$ cat config.mk
export PLATFORM = sky130hd
export DESIGN_NAME = shared_ring_pointer_manager_flat
export DESIGN_NICKNAME = d
export VERILOG_FILES = /design/src/sv/srpm_pkg.sv /design/src/sv/srpm_stream_if.sv /design/src/sv/srpm_ram.sv /design/src/sv/srpm_ctrl.sv /design/src/sv/srpm_dp.sv /design/src/sv/shared_ring_pointer_manager.sv /design/src/flat_wrapper.sv
export SDC_FILE = /design/constraint.sdc
export NUM_CORES = 1
export LEC_CHECK = 0
export ABC_CLOCK_PERIOD_IN_PS = 6100
export BUFFER_PORTS_ARGS = -buffer_cell sky130_fd_sc_hd__clkbuf_2
export CAP_MARGIN = 20
export CORE_MARGIN = 1
export CORE_UTILIZATION = 62
export DETAILED_ROUTE_END_ITERATION = 10
export GPL_TIMING_DRIVEN = 1
export PLACE_DENSITY = 0.86
export SETUP_SLACK_MARGIN = 0.4
export SYNTH_ARGS = -nofsm -noshare
export SYNTH_HDL_FRONTEND = slang
export SYNTH_HIERARCHICAL = 1
export SYNTH_SLANG_ARGS = --single-unit
$ cat constraint.sdc
create_clock -name i_clk -period 6.1 [get_ports i_clk]
set_input_delay 0 -clock i_clk [delete_from_list [all_inputs] [get_ports i_clk]]
set_output_delay 0 -clock i_clk [all_outputs]
set_load 0.005 [all_outputs]
$ cat src/sv/srpm_pkg.sv
// Shared ring pointer manager: common types, codes and constants.
package srpm_pkg;

    localparam int PTR_W           = 32;
    localparam int ID_W            = 4;
    localparam int OP_W            = 2;
    localparam int SUBSCRIBERS_DEF = 16;

    localparam logic [PTR_W-1:0] PTR_MASK_RST = 32'd4095;

    // request opcodes
    localparam logic [OP_W-1:0] OP_START = 2'd0;
    localparam logic [OP_W-1:0] OP_STOP  = 2'd1;
    localparam logic [OP_W-1:0] OP_SYNC  = 2'd2;

    // configuration register indexes
    typedef logic [0:0] t_cfg_idx;
    localparam t_cfg_idx CFG_RING_IS_TX = 1'b0;
    localparam t_cfg_idx CFG_PTR_MASK   = 1'b1;

    // datapath actions
    typedef logic [3:0] t_act;
    localparam t_act ACT_NONE     = 4'd0;
    localparam t_act ACT_NULL     = 4'd1;
    localparam t_act ACT_START    = 4'd2;
    localparam t_act ACT_STOP_FIN = 4'd3;
    localparam t_act ACT_STOP_A   = 4'd4;
    localparam t_act ACT_RSVD     = 4'd5;
    localparam t_act ACT_RX_WR    = 4'd6;
    localparam t_act ACT_RX_FIN   = 4'd7;
    localparam t_act ACT_TX_A     = 4'd8;
    localparam t_act ACT_TX_B     = 4'd9;
    localparam t_act ACT_TX_C     = 4'd10;
    localparam t_act ACT_DET_KEY  = 4'd11;
    localparam t_act ACT_DET_FIN  = 4'd12;

    typedef struct packed {
        logic [OP_W-1:0]  op;
        logic [ID_W-1:0]  sub_id;
        logic [PTR_W-1:0] sub_sw_pointer;
        logic [PTR_W-1:0] sub_hw_pointer;
        logic [PTR_W-1:0] hw_pointer;
    } t_req;

    typedef struct packed {
        logic [PTR_W-1:0] out_hw_pointer;
        logic [PTR_W-1:0] out_sw_pointer;
        logic             swptr_written;
        logic [PTR_W-1:0] swptr_value;
        logic             lock_held;
        logic             first_start;
        logic             last_stop;
    } t_rsp;

    typedef struct packed {
        logic load;
        t_act act;
        logic walk_clr;
        logic walk_run;
    } t_cmd;

    typedef struct packed {
        logic [OP_W-1:0] op;
        logic            id_ok;
        logic            ring_tx;
        logic            id_active;
        logic            walk_last;
        logic            out_free;
    } t_sts;

endpackage

$ cat src/sv/srpm_stream_if.sv
// Valid/ready stream channel carrying one payload beat.
interface srpm_stream_if #(parameter type T = logic) ();
    logic valid;
    logic ready;
    T     data;

    modport source (output valid, output data, input ready);
    modport sink (input valid, input data, output ready);
endinterface

$ cat src/sv/srpm_ram.sv
// Generic single write port RAM with registered read.
module srpm_ram #(
    parameter int  WIDTH = 32,
    parameter int  DEPTH = 16,
    localparam int AW    = $clog2(DEPTH)
) (
    input  logic             i_clk,
    input  logic             i_we,
    input  logic [AW-1:0]    i_waddr,
    input  logic [WIDTH-1:0] i_wdata,
    input  logic [AW-1:0]    i_raddr,
    output logic [WIDTH-1:0] o_rdata
);
    logic [WIDTH-1:0] r_mem [DEPTH];
    logic [WIDTH-1:0] r_rdata;

    always_ff @(posedge i_clk) begin
        if (i_we) begin
            r_mem[i_waddr] <= i_wdata;
        end
        r_rdata <= r_mem[i_raddr];
    end

    assign o_rdata = r_rdata;
endmodule

$ cat src/sv/srpm_ctrl.sv
// Sequencer: decodes the request and steps the datapath through it.
module srpm_ctrl (
    input  logic           i_clk,
    input  logic           i_rst_n,
    input  logic           i_req_valid,
    output logic           o_req_ready,
    input  srpm_pkg::t_sts i_sts,
    output srpm_pkg::t_cmd o_cmd
);
    import srpm_pkg::*;

    localparam logic [2:0] S_IDLE     = 3'd0;
    localparam logic [2:0] S_DECODE   = 3'd1;
    localparam logic [2:0] S_DET_KEY  = 3'd2;
    localparam logic [2:0] S_WALK     = 3'd3;
    localparam logic [2:0] S_WALK_END = 3'd4;
    localparam logic [2:0] S_FIN      = 3'd5;
    localparam logic [2:0] S_TX_B     = 3'd6;
    localparam logic [2:0] S_TX_C     = 3'd7;

    logic [2:0] r_state;
    logic [2:0] n_state;

    assign o_req_ready = (r_state == S_IDLE);

    always_comb begin
        n_state = r_state;
        o_cmd   = '0;
        unique case (r_state)
            S_IDLE: begin
                if (i_req_valid) begin
                    o_cmd.load = 1'b1;
                    n_state    = S_DECODE;
                end
            end
            S_DECODE: begin
                if (!i_sts.id_ok) begin
                    if (i_sts.out_free) begin
                        o_cmd.act = ACT_NULL;
                        n_state   = S_IDLE;
                    end
                end else begin
                    unique case (i_sts.op)
                        OP_START: begin
                            if (i_sts.out_free) begin
                                o_cmd.act = ACT_START;
                                n_state   = S_IDLE;
                            end
                        end
                        OP_STOP: begin
                            if (i_sts.id_active) begin
                                o_cmd.act = ACT_STOP_A;
                                n_state   = S_DET_KEY;
                            end else if (i_sts.out_free) begin
                                o_cmd.act = ACT_STOP_FIN;
                                n_state   = S_IDLE;
                            end
                        end
                        OP_SYNC: begin
                            if (i_sts.ring_tx) begin
                                o_cmd.act = ACT_TX_A;
                                n_state   = S_TX_B;
                            end else begin
                                o_cmd.act      = ACT_RX_WR;
                                o_cmd.walk_clr = 1'b1;
                                n_state        = S_WALK;
                            end
                        end
                        default: begin
                            if (i_sts.out_free) begin
                                o_cmd.act = ACT_RSVD;
                                n_state   = S_IDLE;
                            end
                        end
                    endcase
                end
            end
            S_DET_KEY: begin
                o_cmd.act      = ACT_DET_KEY;
                o_cmd.walk_clr = 1'b1;
                n_state        = S_WALK;
            end
            S_WALK: begin
                o_cmd.walk_run = 1'b1;
                if (i_sts.walk_last) begin
                    n_state = S_WALK_END;
                end
            end
            S_WALK_END: begin
                n_state = S_FIN;
            end
            S_FIN: begin
                if (i_sts.out_free) begin
                    o_cmd.act = (i_sts.op == OP_STOP) ? ACT_DET_FIN : ACT_RX_FIN;
                    n_state   = S_IDLE;
                end
            end
            S_TX_B: begin
                o_cmd.act = ACT_TX_B;
                n_state   = S_TX_C;
            end
            S_TX_C: begin
                if (i_sts.out_free) begin
                    o_cmd.act = ACT_TX_C;
                    n_state   = S_IDLE;
                end
            end
            default: begin
                n_state = S_IDLE;
            end
        endcase
    end

    always_ff @(posedge i_clk) begin
        if (!i_rst_n) begin
            r_state <= S_IDLE;
        end else begin
            r_state <= n_state;
        end
    end
endmodule

$ cat src/sv/srpm_dp.sv
// Datapath: channel pointers, lock, attach state, reader memories and result register.
module srpm_dp #(
    parameter int SUBSCRIBERS = srpm_pkg::SUBSCRIBERS_DEF
) (
    input  logic                     i_clk,
    input  logic                     i_rst_n,
    input  srpm_pkg::t_cmd           i_cmd,
    output srpm_pkg::t_sts           o_sts,
    input  srpm_pkg::t_req           i_req_data,
    input  logic                     i_rsp_ready,
    output logic                     o_rsp_valid,
    output srpm_pkg::t_rsp           o_rsp_data,
    input  logic                     i_cfg_wr_en,
    input  srpm_pkg::t_cfg_idx       i_cfg_idx,
    input  logic [srpm_pkg::PTR_W-1:0] i_cfg_wdata
);
    import srpm_pkg::*;

    localparam int IDX_W = $clog2(SUBSCRIBERS);
    localparam int CNT_W = $clog2(SUBSCRIBERS + 1);
    localparam logic [IDX_W-1:0] LAST_IDX = IDX_W'(SUBSCRIBERS - 1);

    // control state
    logic                   r_ring_tx,  n_ring_tx;
    logic [PTR_W-1:0]       r_ptr_mask, n_ptr_mask;
    logic [PTR_W-1:0]       r_chw,      n_chw;
    logic [PTR_W-1:0]       r_csw,      n_csw;
    logic [SUBSCRIBERS-1:0] r_active,   n_active;
    logic                   r_lock_vld, n_lock_vld;
    logic [ID_W-1:0]        r_lock_own, n_lock_own;
    logic [CNT_W-1:0]       r_count,    n_count;
    logic                   r_pend,     n_pend;
    logic                   r_out_vld,  n_out_vld;

    // payload
    t_req                   r_req,       n_req;
    logic [IDX_W-1:0]       r_walk,      n_walk;
    logic [IDX_W-1:0]       r_pend_idx,  n_pend_idx;
    logic [PTR_W-1:0]       r_best,      n_best;
    logic [PTR_W-1:0]       r_pick,      n_pick;
    logic [IDX_W-1:0]       r_best_rank, n_best_rank;
    logic [IDX_W-1:0]       r_key,       n_key;
    logic                   r_last,      n_last;
    logic                   r_wr,        n_wr;
    logic [PTR_W-1:0]       r_wval,      n_wval;
    logic [PTR_W-1:0]       r_len,       n_len;
    t_rsp                   r_out,       n_out;

    // memories
    logic                   ptr_we;
    logic [IDX_W-1:0]       ptr_waddr;
    logic [PTR_W-1:0]       ptr_wdata;
    logic [PTR_W-1:0]       ptr_rdata;
    logic                   rank_we;
    logic [IDX_W-1:0]       rank_waddr;
    logic [IDX_W-1:0]       rank_wdata;
    logic [IDX_W-1:0]       rank_raddr;
    logic [IDX_W-1:0]       rank_rdata;

    logic [IDX_W-1:0]       idx;
    logic                   id_ok;
    logic                   owns;
    logic                   tx_free;
    logic [PTR_W-1:0]       chw_start;
    logic [PTR_W-1:0]       tx_csw;
    logic [PTR_W-1:0]       room;
    logic [PTR_W-1:0]       lag;
    logic                   better;
    logic                   pend_act;

    srpm_ram #(.WIDTH(PTR_W), .DEPTH(SUBSCRIBERS)) u_ptr_ram (
        .i_clk   (i_clk),
        .i_we    (ptr_we),
        .i_waddr (ptr_waddr),
        .i_wdata (ptr_wdata),
        .i_raddr (r_walk),
        .o_rdata (ptr_rdata)
    );

    // attach rank: 0 for the earliest attached reader
    srpm_ram #(.WIDTH(IDX_W), .DEPTH(SUBSCRIBERS)) u_rank_ram (
        .i_clk   (i_clk),
        .i_we    (rank_we),
        .i_waddr (rank_waddr),
        .i_wdata (rank_wdata),
        .i_raddr (rank_raddr),
        .o_rdata (rank_rdata)
    );

    assign idx       = IDX_W'(r_req.sub_id);
    assign id_ok     = 32'(r_req.sub_id) < 32'(SUBSCRIBERS);
    assign owns      = r_lock_vld && (r_lock_own == r_req.sub_id);
    assign tx_free   = owns || !r_lock_vld;
    assign chw_start = (!r_active[idx] && r_count == '0) ? r_req.hw_pointer : r_chw;
    assign tx_csw    = (owns && r_req.sub_hw_pointer != r_csw) ? r_req.sub_hw_pointer : r_csw;
    assign room      = (r_chw + ~r_csw) & r_ptr_mask;
    assign lag       = (r_chw - ptr_rdata) & r_ptr_mask;
    assign better    = (lag > r_best) ||
                       (lag == r_best && lag != '0 && rank_rdata < r_best_rank);
    assign pend_act  = r_pend && r_active[r_pend_idx];
    assign rank_raddr = i_cmd.walk_run ? r_walk : idx;

    assign o_sts.op        = r_req.op;
    assign o_sts.id_ok     = id_ok;
    assign o_sts.ring_tx   = r_ring_tx;
    assign o_sts.id_active = id_ok && r_active[idx];
    assign o_sts.walk_last = (r_walk == LAST_IDX);
    assign o_sts.out_free  = !r_out_vld || i_rsp_ready;

    assign o_rsp_valid = r_out_vld;
    assign o_rsp_data  = r_out;

    always_comb begin
        n_ring_tx   = r_ring_tx;
        n_ptr_mask  = r_ptr_mask;
        n_chw       = r_chw;
        n_csw       = r_csw;
        n_active    = r_active;
        n_lock_vld  = r_lock_vld;
        n_lock_own  = r_lock_own;
        n_count     = r_count;
        n_pend      = i_cmd.walk_run;
        n_out_vld   = r_out_vld && !i_rsp_ready;
        n_req       = i_cmd.load ? i_req_data : r_req;
        n_pend_idx  = r_walk;
        n_best      = r_best;
        n_pick      = r_pick;
        n_best_rank = r_best_rank;
        n_key       = r_key;
        n_last      = r_last;
        n_wr        = r_wr;
        n_wval      = r_wval;
        n_len       = r_len;
        n_out       = r_out;

        ptr_we      = 1'b0;
        ptr_waddr   = idx;
        ptr_wdata   = chw_start;
        rank_we     = 1'b0;
        rank_waddr  = idx;
        rank_wdata  = IDX_W'(r_count);

        if (i_cmd.walk_clr) begin
            n_walk = '0;
        end else if (i_cmd.walk_run) begin
            n_walk = r_walk + IDX_W'(1);
        end else begin
            n_walk = r_walk;
        end

        if (i_cfg_wr_en) begin
            unique case (i_cfg_idx)
                CFG_RING_IS_TX: n_ring_tx  = i_cfg_wdata[0];
                CFG_PTR_MASK:   n_ptr_mask = i_cfg_wdata;
                default: ;
            endcase
        end

        // entry that the walk read in the previous cycle
        if (pend_act) begin
            if (r_req.op == OP_SYNC) begin
                if (better) begin
                    n_best      = lag;
                    n_pick      = ptr_rdata;
                    n_best_rank = rank_rdata;
                end
            end else if (rank_rdata > r_key) begin
                rank_we    = 1'b1;
                rank_waddr = r_pend_idx;
                rank_wdata = rank_rdata - IDX_W'(1);
            end
        end

        case (i_cmd.act)
            ACT_NULL: begin
                n_out     = '0;
                n_out_vld = 1'b1;
            end
            ACT_START: begin
                if (!r_active[idx]) begin
                    if (r_count == '0) begin
                        n_chw = r_req.hw_pointer;
                        n_csw = r_req.hw_pointer;
                    end
                    n_count       = r_count + CNT_W'(1);
                    n_active[idx] = 1'b1;
                    rank_we       = 1'b1;
                    rank_waddr    = idx;
                    rank_wdata    = IDX_W'(r_count);
                end
                ptr_we                = 1'b1;
                ptr_waddr             = idx;
                ptr_wdata             = chw_start;
                n_out                 = '0;
                n_out.out_hw_pointer  = chw_start;
                n_out.out_sw_pointer  = chw_start;
                n_out.lock_held       = owns;
                n_out.first_start     = !r_active[idx] && r_count == '0;
                n_out_vld             = 1'b1;
            end
            ACT_STOP_FIN: begin
                if (owns) begin
                    n_lock_vld = 1'b0;
                end
                n_out     = '0;
                n_out_vld = 1'b1;
            end
            ACT_STOP_A: begin
                if (owns) begin
                    n_lock_vld = 1'b0;
                end
                n_count       = r_count - CNT_W'(1);
                n_active[idx] = 1'b0;
                n_last        = (r_count == CNT_W'(1));
            end
            ACT_DET_KEY: begin
                n_key = rank_rdata;
            end
            ACT_DET_FIN: begin
                n_out           = '0;
                n_out.last_stop = r_last;
                n_out_vld       = 1'b1;
            end
            ACT_RSVD: begin
                n_out                = '0;
                n_out.out_hw_pointer = r_chw;
                n_out.out_sw_pointer = r_csw;
                n_out.lock_held      = owns;
                n_out_vld            = 1'b1;
            end
            ACT_RX_WR: begin
                ptr_we      = 1'b1;
                ptr_waddr   = idx;
                ptr_wdata   = r_req.sub_sw_pointer;
                n_best      = '0;
                n_pick      = r_req.sub_sw_pointer;
                n_best_rank = '0;
            end
            ACT_RX_FIN: begin
                n_out = '0;
                if (r_pick != r_csw) begin
                    n_csw               = r_pick;
                    n_out.swptr_written = 1'b1;
                    n_out.swptr_value   = r_pick;
                end
                n_chw                = r_req.hw_pointer;
                n_out.out_hw_pointer = r_req.hw_pointer;
                n_out.lock_held      = owns;
                n_out_vld            = 1'b1;
            end
            ACT_TX_A: begin
                n_wr   = 1'b0;
                n_wval = '0;
                if (tx_free) begin
                    if (tx_csw != r_csw) begin
                        n_wr   = 1'b1;
                        n_wval = tx_csw;
                    end
                    n_csw = tx_csw;
                    n_chw = r_req.hw_pointer;
                    n_len = (r_req.sub_sw_pointer - r_req.sub_hw_pointer) & r_ptr_mask;
                end
            end
            ACT_TX_B: begin
                if (room < r_len) begin
                    n_len = room;
                end
            end
            ACT_TX_C: begin
                n_out                = '0;
                n_out.out_hw_pointer = r_csw;
                n_out.out_sw_pointer = r_csw;
                if (tx_free) begin
                    if (owns && r_len == '0) begin
                        n_lock_vld = 1'b0;
                    end
                    if (!owns && r_len != '0) begin
                        n_lock_vld = 1'b1;
                        n_lock_own = r_req.sub_id;
                    end
                    n_out.out_sw_pointer = (r_csw + r_len) & r_ptr_mask;
                    n_out.swptr_written  = r_wr;
                    n_out.swptr_value    = r_wval;
                    n_out.lock_held      = (r_len != '0);
                end
                n_out_vld = 1'b1;
            end
            default: ;
        endcase
    end

    always_ff @(posedge i_clk) begin
        if (!i_rst_n) begin
            r_ring_tx  <= 1'b0;
            r_ptr_mask <= PTR_MASK_RST;
            r_chw      <= '0;
            r_csw      <= '0;
            r_active   <= '0;
            r_lock_vld <= 1'b0;
            r_lock_own <= '0;
            r_count    <= '0;
            r_pend     <= 1'b0;
            r_out_vld  <= 1'b0;
        end else begin
            r_ring_tx  <= n_ring_tx;
            r_ptr_mask <= n_ptr_mask;
            r_chw      <= n_chw;
            r_csw      <= n_csw;
            r_active   <= n_active;
            r_lock_vld <= n_lock_vld;
            r_lock_own <= n_lock_own;
            r_count    <= n_count;
            r_pend     <= n_pend;
            r_out_vld  <= n_out_vld;
        end
    end

    always_ff @(posedge i_clk) begin
        r_req       <= n_req;
        r_walk      <= n_walk;
        r_pend_idx  <= n_pend_idx;
        r_best      <= n_best;
        r_pick      <= n_pick;
        r_best_rank <= n_best_rank;
        r_key       <= n_key;
        r_last      <= n_last;
        r_wr        <= n_wr;
        r_wval      <= n_wval;
        r_len       <= n_len;
        r_out       <= n_out;
    end
endmodule

$ cat src/sv/shared_ring_pointer_manager.sv
// Shared ring pointer manager: top level joining sequencer and datapath.
//
//  channel   dir  payload                       beat taken when
//  i_req     in   srpm_pkg::t_req               valid & ready
//  o_rsp     out  srpm_pkg::t_rsp               valid & ready
//  i_cfg_*   in   index + 32-bit data           i_cfg_wr_en
//
// RX sync and stop of an attached subscriber walk over the reader memories,
// one entry a cycle; start, reserved, idle-stop and TX sync beats do not walk.
// One request is worked at a time; the next is taken once its result is in
// the output register. A stalled o_rsp holds the final step of the next beat.
// Reset is synchronous; reader memories need no clearing pass.
module shared_ring_pointer_manager #(
    parameter int SUBSCRIBERS = srpm_pkg::SUBSCRIBERS_DEF
) (
    input  logic                       i_clk,
    input  logic                       i_rst_n,
    srpm_stream_if.sink                i_req,
    srpm_stream_if.source              o_rsp,
    input  logic                       i_cfg_wr_en,
    input  srpm_pkg::t_cfg_idx         i_cfg_idx,
    input  logic [srpm_pkg::PTR_W-1:0] i_cfg_wdata
);
    import srpm_pkg::*;

    t_cmd cmd;
    t_sts sts;
    logic req_ready;
    logic rsp_valid;
    t_rsp rsp_data;

    srpm_ctrl u_ctrl (
        .i_clk       (i_clk),
        .i_rst_n     (i_rst_n),
        .i_req_valid (i_req.valid),
        .o_req_ready (req_ready),
        .i_sts       (sts),
        .o_cmd       (cmd)
    );

    srpm_dp #(.SUBSCRIBERS(SUBSCRIBERS)) u_dp (
        .i_clk       (i_clk),
        .i_rst_n     (i_rst_n),
        .i_cmd       (cmd),
        .o_sts       (sts),
        .i_req_data  (i_req.data),
        .i_rsp_ready (o_rsp.ready),
        .o_rsp_valid (rsp_valid),
        .o_rsp_data  (rsp_data),
        .i_cfg_wr_en (i_cfg_wr_en),
        .i_cfg_idx   (i_cfg_idx),
        .i_cfg_wdata (i_cfg_wdata)
    );

    assign i_req.ready = req_ready;
    assign o_rsp.valid = rsp_valid;
    assign o_rsp.data  = rsp_data;
endmodule
$ cat src/flat_wrapper.sv
// flat-port wrapper written by rule: the top's interface ports become plain ports
module shared_ring_pointer_manager_flat import srpm_pkg::*;
#(
    parameter int SUBSCRIBERS = srpm_pkg::SUBSCRIBERS_DEF
)
  (i_clk, i_rst_n, i_cfg_wr_en, i_cfg_idx, i_cfg_wdata, i_req_valid, i_req_data, i_req_ready, o_rsp_valid, o_rsp_data, o_rsp_ready);
  srpm_stream_if i_req_i ();
  srpm_stream_if o_rsp_i ();
  input  logic i_clk;
  input  logic i_rst_n;
  input  logic i_cfg_wr_en;
  input  srpm_pkg::t_cfg_idx i_cfg_idx;
  input  logic [srpm_pkg::PTR_W-1:0] i_cfg_wdata;
  input wire logic [$bits(i_req_i.valid)-1:0] i_req_valid;
  input wire logic [$bits(i_req_i.data)-1:0] i_req_data;
  output wire logic [$bits(i_req_i.ready)-1:0] i_req_ready;
  output wire logic [$bits(o_rsp_i.valid)-1:0] o_rsp_valid;
  output wire logic [$bits(o_rsp_i.data)-1:0] o_rsp_data;
  input wire logic [$bits(o_rsp_i.ready)-1:0] o_rsp_ready;
  assign i_req_i.valid = i_req_valid;
  assign i_req_i.data = i_req_data;
  assign i_req_ready = i_req_i.ready;
  assign o_rsp_valid = o_rsp_i.valid;
  assign o_rsp_data = o_rsp_i.data;
  assign o_rsp_i.ready = o_rsp_ready;
  shared_ring_pointer_manager #(.SUBSCRIBERS(SUBSCRIBERS)) u_core (.i_clk(i_clk), .i_rst_n(i_rst_n), .i_req(i_req_i), .o_rsp(o_rsp_i), .i_cfg_wr_en(i_cfg_wr_en), .i_cfg_idx(i_cfg_idx), .i_cfg_wdata(i_cfg_wdata));
endmodule
Word-level counts from Yosys, hierarchy flattened. Cells that the tools add are included.

Add/subtract/negate cells: 3. Eq/ne operators: 21. Mux-type cells: 16. Reductions and logical operators: 12.

Operators with widths (number): one-hot mux 4 bit (5 select lines) (1); one-hot mux 3 bit (6 select lines) (1); equality test 3 bit (second input constant) (4); equality test 4 x 3 -> 1 bit (second input constant) (3); equality test 4 bit (second input constant) (3); two-way mux 3 bit (4); one-hot mux 5 bit (2 select lines) (1); equality test 4 x 2 -> 1 bit (second input constant) (2); OR reduction 7 bit (1); equality test 3 x 2 -> 1 bit (second input constant) (2); one-hot mux 1 bit (6 select lines) (1); nonzero test 6 bit (1); adder 5 x 1 -> 5 bit (second input constant) (1); equality test 5 x 1 -> 1 bit (second input constant) (1); two-way mux 5 bit (1); subtractor 5 x 1 -> 5 bit (second input constant) (1); adder 4 x 1 -> 4 bit (second input constant) (1); equality test 4 x 1 -> 1 bit (second input constant) (1); two-way mux 1 bit (4); two-way mux 4 bit (1); inequality test 2 x 1 -> 1 bit (second input constant) (2); inequality test 2 bit (second input constant) (2); equality test 3 x 1 -> 1 bit (second input constant) (1); zero test 3 bit (1); 10 further kinds (11).

Flip-flop bits (word level): 16. Bits of input ports: 39. Output and inout bits: 3. Logic and storage cells: 59.

Logic depth before layout (Yosys ltp).
Depth in word-level cells: 7. Gate-level depth with buffers: 16. Depth with buffers taken out: 15.

Cells and area by module. The synthesis kept the hierarchy.

Modules (own cells, without submodules): srpm_dp (times used 1, cells each 3224, area an instance 29794.8 sq um); srpm_ram at u_core.u_dp.u_ptr_ram (times used 1, cells each 838, area an instance 19835.3 sq um); srpm_ram at u_core.u_dp.u_rank_ram (times used 1, cells each 130, area an instance 2666.3 sq um); srpm_ctrl (times used 1, cells each 66, area an instance 432.9 sq um); shared_ring_pointer_manager (times used 1, cells each 1, area an instance 3.8 sq um).

Least setup slack after synthesis. Ideal clock, no wire load.

Path kind: register -> register. Start: reg u_core/u_dp/r_chw[1] (netlist name). End: reg u_core/u_dp/r_pick[0] (netlist name). Arrival: 5.771 ns. Required time: 5.622 ns. Path slack: -0.149 ns. Cell stages (with the launch flop): 22. Clock period less this slack: 6.249 ns. Cells stage by stage: dfxtp_1 ha_1 nor2b_1 o31a_4 a211oi_4 a21oi_2 a21oi_1 o21ai_1 a311oi_1 mux2i_1 clkbuf_1 ha_1 nand4_1 nor2_1 a221oi_1 o211ai_1 o21a_1 or4_4 or4_4 buf_6 o41ai_4 nand2_1.

==> reports/metrics.csv <==
metric;value;unit
vias_in_the_first_global_route;1371;
maximum_number_of_pins_on_one_net_before_global_route_repair;24;
firstDrtPassIters;4;
final.setup_skew;0.0138;ns
initialDrtViolationCount;111;
cts.root.buffer_cell;sky130_fd_sc_hd__clkbuf_4;
grt-ovfl-total;0;
timing.setup.critical_path_class;reg -> reg;
io_pins;42;
max_slew.worst_pin.slew;0.858;ns
routed-via-count;1568;
port-buffer-count;9;
clockPowerShare;26.1;%
logic_gate_share_of_total_power;14.4;%
postCtsSetupRepairBufs;0;
max_slew_margin;42.7;%
worst_hold_path.num_cells;3;
grt_first_pass_wirelength;6.05;mm
fin_worst_hold_slack;0.129;ns
finalHoldViolations;0;
grt_util_all_layers;22.9;%
fin_tns_setup;0;ns
cts_resized;0;
detailed_place.area;2080;sq um
total_switching_power;0.142;mW
routed_wl;3.82;mm
clock_tree.buffer_depth;2;
initial_standard_cell_utilization_of_the_core;66.9;%
max-cap-violations;0;
worst-r2r-setup-slack;1.45;ns
num_cts_buffers;5;
core_area;3100;sq um
wire_length_on_met2;1.74;mm
maxSlewViolCount;0;
setup_repair_after_global_routing_missed_its_margin;false;
syn_to_final_growth;4.52;%
ant_nets;0;
die_h;59.9;um
dr_wl_met3;218;um
mappedNetlistArea;2080;sq um
powerDensity;225;nW/um^2
ctsHtreeMaxLevel;2;
result_of_the_run;completed;
most_frequent_cells_in_the_layout;30 x sky130_fd_sc_hd__nor2_1, 30 x sky130_fd_sc_hd__dfxtp_1, 21 x sky130_fd_sc_hd__a21oi_1;
dp_hpwl;2.51;mm
die_footprint;3580;sq um
cellLeakagePower;0.844;nW
fp-row-count;20;
insertedDiodeCount;0;
fp.dieW;59.9;um
synth_cells;232;
cts_tree;done;
avgRoutedWirePerCell;13.8;um
cts_hold_buffers;4;
number_of_warnings_issued_by_yosys;6;
detail_route.wirelength.met1;1.79;mm
postLayoutCellArea;2170;sq um
seq_power_share;59.5;%
fin_nets;279;
vias_per_cell;5.66;
cp.arrival;4.87;ns
syn_area_per_cell;8.95;sq um
finalCriticalPeriod;4.65;ns
finalCritPeriodShare;76.3;%
place.gp.congestion;0.870;
critical_path.endpoint_type;flop;
finalSetupViolCount;0;
fmax;0.215;GHz
route.detailed.drc;0;
p_int;0.347;mW
clkLatencyLatePin;0.36;ns
final_layout_size_suffix_gt1_share;9.87;%
switching_share;29.0;%
worst-path-max-fanout;8;
worstPathRequired;6.32;ns
routed.top_layer;met4;
crit_path_start_kind;flop;
antenna_found_initial;0;
vdd.ir_drop.worst;0.151;mV
clock_sink_count;38;
holdCritPathClass;in -> reg;
clkSlewWorstSetupHoldPaths;0.12;ns
count_of_cells_along_the_worst_register_to_register_path;14;
## power by group through the flow
| stage | Combinational, mW | Clock, mW | Sequential, mW |
|---|---|---|---|
| 2_1_floorplan | 0.0629 | 0 | 0.288 |
| 3_3_place_gp | 0.0647 | 0 | 0.296 |
| 3_5_place_dp | 0.0662 | 0 | 0.296 |
| 4_1_cts | 0.0695 | 0.130 | 0.291 |
| 5_1_grt | 0.0787 | 0.142 | 0.294 |
| 6_report | 0.0702 | 0.127 | 0.291 |
## final timing paths
check	from	endpoint
hold / removal	o_rsp_ready	u_core/u_dp/o_rsp_valid$_SDFF_PN0_
setup reg to reg	u_core/u_dp/idx[0]$_DFFE_PP_	flop
hold reg to reg	flop	flop
setup / recovery	u_core/u_dp/idx[0]$_DFFE_PP_	flop
## area by class of cell
type	instances	area, sq um
clock buffers	5	37.5
clock inverters	3	16.3
inverters	11	41.3
well taps	44	55.1
multi-input cells	163	1090
flip-flops and latches	38	841
repair buffers	13	85.1
fillers	251	933
## stage by stage
stage	util, %	cells	setup WS, ns	power, mW
global placement	66.9	265	1.65	0.361
finish	69.9	277	1.45	0.489
global route	69.9	277	1.24	0.514
floorplan	-	237	2.17	0.351
CTS	69.9	277	1.54	0.491
detailed placement	66.9	265	1.65	0.363
## metal layers
| metal | vias to the layer above | GRT usage, % |
|---|---|---|
| met1 | 701 | 32.4 |
| li1 | 811 | - |
| met5 | - | 0 |
| met4 | 0 | 9.63 |
| met3 | 10 | 4.76 |
| met2 | 46 | 33.8 |
## critical path, cell delays in order, from the launching register on
cell	delay, ns
sky130_fd_sc_hd__edfxtp_1	0.58
sky130_fd_sc_hd__mux4_2	0.56
sky130_fd_sc_hd__mux4_2	0.53
sky130_fd_sc_hd__nor2b_1	0.22
sky130_fd_sc_hd__o21ai_0	0.12
sky130_fd_sc_hd__a21oi_1	0.22
sky130_fd_sc_hd__a221o_1	0.20
sky130_fd_sc_hd__nand2b_1	0.07
sky130_fd_sc_hd__or3_1	0.35
sky130_fd_sc_hd__nor2_1	0.32
sky130_fd_sc_hd__nor2_1	0.18
sky130_fd_sc_hd__nor3b_1	0.73
sky130_fd_sc_hd__nand3_1	0.20
sky130_fd_sc_hd__mux2i_1	0.19
sky130_fd_sc_hd__nor2_1	0.05
(Power assumes the default switching activity.)
